$ cat src/rtl/bfsa_pkg.sv
// Package for the best-fit slice allocator: sizes, codes and shared structs.
// No dependencies.
package bfsa_pkg;

   localparam int unsigned POOL_BYTES      = 16777216;
   localparam int unsigned MAX_SLICE_BYTES = 1048576;
   localparam int unsigned TABLE_SLOTS     = 64;
   localparam int unsigned ALIGN_BYTES     = 8;

   localparam int unsigned SLOT_W   = $clog2(TABLE_SLOTS);
   localparam int unsigned START_W  = 24;
   localparam int unsigned LEN_W    = 21;
   localparam int unsigned GAP_W    = 25;
   localparam int unsigned REQ_W    = 25;
   localparam int unsigned STATUS_W = 3;
   localparam int unsigned REQ_DATA_W = 56;
   localparam int unsigned RSP_DATA_W = 48;

   typedef logic [SLOT_W-1:0]  slot_type;
   typedef logic [START_W-1:0] start_type;
   typedef logic [LEN_W-1:0]   len_type;
   typedef logic [GAP_W-1:0]   gap_type;

   typedef enum logic [STATUS_W-1:0] {
      ST_OK       = 3'd0,
      ST_SIZE     = 3'd1,
      ST_NOFIT    = 3'd2,
      ST_NOTALLOC = 3'd3,
      ST_FULL     = 3'd4
   } status_type;

   typedef enum logic {
      FUNC_ALLOC = 1'b0,
      FUNC_FREE  = 1'b1
   } func_type;

   typedef struct packed {
      logic      valid;
      slot_type  slot;
      start_type start;
      len_type   length;
      gap_type   gap;
   } entry_type;

   typedef struct packed {
      logic      wr_full;
      logic      wr_gap;
      logic      clr;
      slot_type  slot;
      start_type start;
      len_type   length;
      gap_type   gap;
   } tbl_wr_type;

   typedef struct packed {
      logic      best_found;
      logic      best_root;
      slot_type  best_slot;
      gap_type   best_gap;
      gap_type   best_pos;
      logic      free_found;
      slot_type  free_slot;
      logic      hit_found;
      slot_type  hit_slot;
      len_type   hit_len;
      gap_type   hit_gap;
      logic      pred_found;
      slot_type  pred_slot;
      start_type pred_start;
      gap_type   pred_gap;
   } scan_res_type;

endpackage

$ cat src/rtl/bfsa_scan.sv
// Shared compare unit: folds one table entry per cycle into the best-fit,
// free-slot, hit and predecessor trackers. Depends on bfsa_pkg.
module bfsa_scan import bfsa_pkg::*; (
   input  logic         clock,
   input  logic         clear,
   input  logic         eval,
   input  len_type      size,
   input  start_type    offset,
   input  gap_type      root_gap,
   input  entry_type    entry,
   output scan_res_type res
);

   scan_res_type res_ff;
   scan_res_type res_in;
   gap_type      pos;
   logic         fits;
   logic         better;

   always_comb begin
      pos    = {1'b0, entry.start} + GAP_W'(entry.length);
      fits   = entry.gap >= GAP_W'(size);
      better = !res_ff.best_found || (entry.gap < res_ff.best_gap) ||
               ((entry.gap == res_ff.best_gap) && (pos < res_ff.best_pos));
      res_in = res_ff;
      if (clear) begin
         res_in = '0;
         if (root_gap >= GAP_W'(size)) begin
            res_in.best_found = 1'b1;
            res_in.best_root  = 1'b1;
            res_in.best_gap   = root_gap;
         end
      end else if (eval) begin
         if (!entry.valid) begin
            if (!res_ff.free_found) begin
               res_in.free_found = 1'b1;
               res_in.free_slot  = entry.slot;
            end
         end else begin
            if (fits && better) begin
               res_in.best_found = 1'b1;
               res_in.best_root  = 1'b0;
               res_in.best_slot  = entry.slot;
               res_in.best_gap   = entry.gap;
               res_in.best_pos   = pos;
            end
            if (!res_ff.hit_found && (entry.start == offset)) begin
               res_in.hit_found = 1'b1;
               res_in.hit_slot  = entry.slot;
               res_in.hit_len   = entry.length;
               res_in.hit_gap   = entry.gap;
            end
            if ((entry.start < offset) &&
                (!res_ff.pred_found || (entry.start > res_ff.pred_start))) begin
               res_in.pred_found = 1'b1;
               res_in.pred_slot  = entry.slot;
               res_in.pred_start = entry.start;
               res_in.pred_gap   = entry.gap;
            end
         end
      end
   end

   always_ff @(posedge clock) begin
      res_ff <= res_in;
   end

   assign res = res_ff;

endmodule

$ cat config.mk
export PLATFORM = sky130hd
export DESIGN_NAME = bfsa_scan
export DESIGN_NICKNAME = d
export VERILOG_FILES = /design/src/rtl/bfsa_pkg.sv /design/src/rtl/bfsa_scan.sv
export SDC_FILE = /design/constraint.sdc
export NUM_CORES = 1
export LEC_CHECK = 0
export BUFFER_PORTS_ARGS = -buffer_cell sky130_fd_sc_hd__buf_2
export CAP_MARGIN = 5
export CELL_PAD_IN_SITES_DETAIL_PLACEMENT = 0
export CELL_PAD_IN_SITES_GLOBAL_PLACEMENT = 1
export CORE_ASPECT_RATIO = 0.5
export CORE_MARGIN = 4
export CORE_UTILIZATION = 42
export CTS_CLUSTER_DIAMETER = 60
export CTS_CLUSTER_SIZE = 24
export DETAILED_ROUTE_END_ITERATION = 12
export HOLD_SLACK_MARGIN = 0.1
export PLACE_DENSITY_LB_ADDON = 0.1
export SYNTH_ARGS = -nofsm -noshare
export SYNTH_HDL_FRONTEND = slang
export SYNTH_SLANG_ARGS = --single-unit
$ cat constraint.sdc
create_clock -name clock -period 7.1 [get_ports clock]
set_input_delay 0.355 -clock clock [delete_from_list [all_inputs] [get_ports clock]]
set_output_delay 0.355 -clock clock [all_outputs]
set_load 0.03 [all_outputs]
==> flow_summary_export.csv <==
group,metric,value,unit
worst_setup_path,path_delay_family,"compound AO/OA/AOI/OAI gates",
clock_network,numCtsBuffers,17,
hold_path,hold_path_class,"input pin to register",
clock_network,h-tree-depth,4,
place,pre_cts_ws,1.77,ns
route,wl_per_cell,18.0,microns
final_layout,largest_reg_flops,174,
timing,tightest_slew,1.08,ns
floorplan,fp.dieH,124,microns
route,via_per_inst,5.25,
worst_setup_path,worstPathCellList,"buf_2 -> ha_1 -> fa_1 -> a211oi_1 -> o21ai_1 -> a31oi_1 -> o21ai_1 -> o31ai_1 -> mux2i_1 -> ha_1 -> a21oi_1 -> o21ai_0 -> or3_1 -> a21oi_2 -> nor3_4 -> nor3_4 -> a22o_1",
logic_synthesis,syn_nets,1575,
run_status,run_status,"finished clean",
route,drt_iter0_drc,499,
grt,grt_max_degree,93,
worst_setup_path,rr_startpoint,"res[155]",
final_layout,finalNetCount,1873,
worst_setup_path,cp_num_buf_inv,1,
clock_network,cts_resized,0,
route,ant_nets,0,
worst_setup_path,r2r_slack,3.52,ns
logic_synthesis,synth_edf_count,27,
hold_path,worst_hold_path.endpoint,"res[86]",
final_layout,post-route-util,0.524,
route,finalWirelength,34.7,mm
place,hpwl,27.3,mm
floorplan,die_x,241,microns
timing,timing.fmax,203,MHz
floorplan,die-area,0.0299,sq mm
timing,maxSlewHeadroom,0.282,
timing,rsz0062_at_grt,"no",
worst_setup_path,slowest_delay,0.85,ns
logic_synthesis,synthCells,1264,
timing,fin_setup_tns,0,ns
grt,grt_pass1_vias,10000,
clock_network,cts_setup_buffers,0,
power,p_leak,0.00694,uW
flow_run,cap_violations,0,
route,vias,10100,
hold_path,min_path_cells,3,
logic_synthesis,synthArstFlopShare,0,
timing,skew,0.0107,ns
final_layout,syn_to_final_growth,22.2,%
power,power_density,201,mW/mm^2
timing,hold_viol,0,
logic_synthesis,syn-cell-area,0.0114,sq mm
worst_setup_path,reg2regPathDepth,10,
clock_network,clkLatencyLatePin,0.45,ns
worst_setup_path,critPathLaunchType,"input pin",
floorplan,rows,42,
timing,finalMaxSlewViolations,0,
hold_path,worstHoldStart,"entry[30]",
logic_synthesis,synth.yosys.seq_area_share,0.330,
place,gp_congestion,0.866,
worst_setup_path,crit_required,7.41,ns
clock_network,cts_tree,"done",
floorplan,core,0.0265,sq mm
logic_synthesis,ys_warn_count,0,
logic_synthesis,ys_ff_latch,174,
worst_setup_path,cpMaxStageDelayCell,"nor3_4",
power,power,2790,uW
floorplan,start_util,0.428,
place,io_buffers,323,
clock_network,clockBufferDepth,2,
grt,grt_remaining_overflow,0,
clock_network,postCtsHoldBufs,0,
timing,setup_viol,0,
logic_synthesis,synth_cell_type_count,60,
worst_setup_path,r2r_end,"res[147]",
worst_setup_path,crit_type,"input pin to register",
final_layout,final_common_cell,"buf_2",
timing,fin_ws,2.17,ns
logic_synthesis,avgSynthCellArea,9.00,sq um
clock_network,cts-root-buf,"clkbuf_16",
final_layout,mostFrequentLayoutCells,"buf_2 (322), ha_1 (160), dfxtp_1 (147), inv_1 (131), nand2b_1 (117)",
worst_setup_path,cp-end-kind,"register",
worst_setup_path,cp_max_fo,26,
final_layout,layout-drive-gt1-share,0.242,
grt,grt_pass1_wl,54.7,mm
worst_setup_path,critPathArrivalTime,5.24,ns
route,dr.pass1.iters,5,
logic_synthesis,ys.flop_type,"dfxtp_1",
grt,grt_antenna_before_repair,3,
clock_network,clock-sinks,174,
worst_setup_path,startpoint,"entry[25]",
timing,timing.hold.ws,0.168,ns
timing,post-route-period-util,0.694,
route,drc,0,
clock_network,path_clk_slew,0.07,ns
timing,finalCriticalPeriod,4.93,ns
floorplan,io-pin-count,324,
grt,track_usage,0.229,
power,vdd_drop_max,0.170,mV
-- Yosys cell counts, drive strengths merged (4+ instances only) --
cell | number | area share
nor2b | 10 | 0.0055
o21ai | 58 | 0.026
a21oi | 92 | 0.041
a31oi | 7 | 0.0052
ha | 160 | 0.18
or2 | 4 | 0.0022
dfxtp | 147 | 0.26
buf | 18 | 0.011
xor2 | 6 | 0.0046
nand2b | 117 | 0.064
nor4 | 5 | 0.0033
or3 | 5 | 0.0028
xnor2 | 14 | 0.011
nor2 | 84 | 0.028
nand4 | 29 | 0.017
a22o | 25 | 0.019
a211oi | 12 | 0.0079
nand2 | 33 | 0.011
mux2i | 113 | 0.099
nor3 | 18 | 0.0094
o211ai | 7 | 0.0046
nand3 | 36 | 0.016
a21o | 31 | 0.020
inv | 131 | 0.043
clkbuf | 36 | 0.012
edfxtp | 27 | 0.071
-- how the worst max path moves through the flow --
| stage | cells past startpoint | to | slack (ns) |
|---|---|---|---|
| after detailed placement | 18 | res[163] | 1.77 |
| final | 17 | res[147] | 2.17 |
| after global placement | 18 | res[149] | 1.93 |
| after CTS | 17 | res[152] | 2.22 |
| after floorplan | 18 | res[141] | 2.35 |
| after global routing | 17 | res[163] | 1.85 |
-- logic make-up (layout without fill, tap and decap cells) --
group,count (synthesis),in the layout,synth area share
buffers and inverters,185,496,0.0657
adders and majority gates,161,161,0.178
AOI/OAI and AO/OA,261,261,0.146
muxes,113,113,0.0995
xor gates and xnor gates,20,20,0.0154
other,0,2,0
and+or+nand+nor,350,350,0.165
DFF,174,174,0.330
-- power breakdown --
group          total, uW  switching (uW)  leakage (uW)  internal (uW)
registers           1080            27.1       0.00147           1050
clock network        996             453      0.000300            542
logic                721             450       0.00517            271
-- final cells by class --
| class | instances | area (sq um) |
|---|---|---|
| Timing Repair Buffer | 333 | 1700 |
| Inverter | 131 | 492 |
| Antenna cell | 2 | 5.00 |
| Tap cell | 352 | 440 |
| Clock buffer | 18 | 439 |
| Sequential cell | 174 | 3750 |
| Clock inverter | 14 | 168 |
| Fill cell | 2554 | 12600 |
| Multi-Input combinational cell | 905 | 6900 |
-- metrics by stage --
step | area, sq um | cells
after global routing | 13900 | 1929
after CTS | 13900 | 1927
after global placement | 13300 | 1895
final | 13900 | 1929
after detailed placement | 13300 | 1895
after floorplan | 11400 | 1264
-- routing by layer --
metal  vias to the layer above  track usage  share of wire
li1                       5058            -              -
met2                       202        0.388           0.48
met1                      4826        0.305           0.46
met4                         2       0.0475          0.013
met5                         -            0        0.00023
met3                        31       0.0454          0.041
-- worst reg2reg max path, cell delays in order (launching register included) --
cell	delay [ns]
edfxtp_1	0.39
inv_1	0.06
ha_1	0.29
nand4_1	0.22
nor4_2	0.55
o211ai_1	0.19
or3_1	0.36
a21oi_2	0.18
nor3_4	0.08
nor3_4	0.86
a22o_1	0.28
Note: power is estimated with default switching activity, not from simulation.
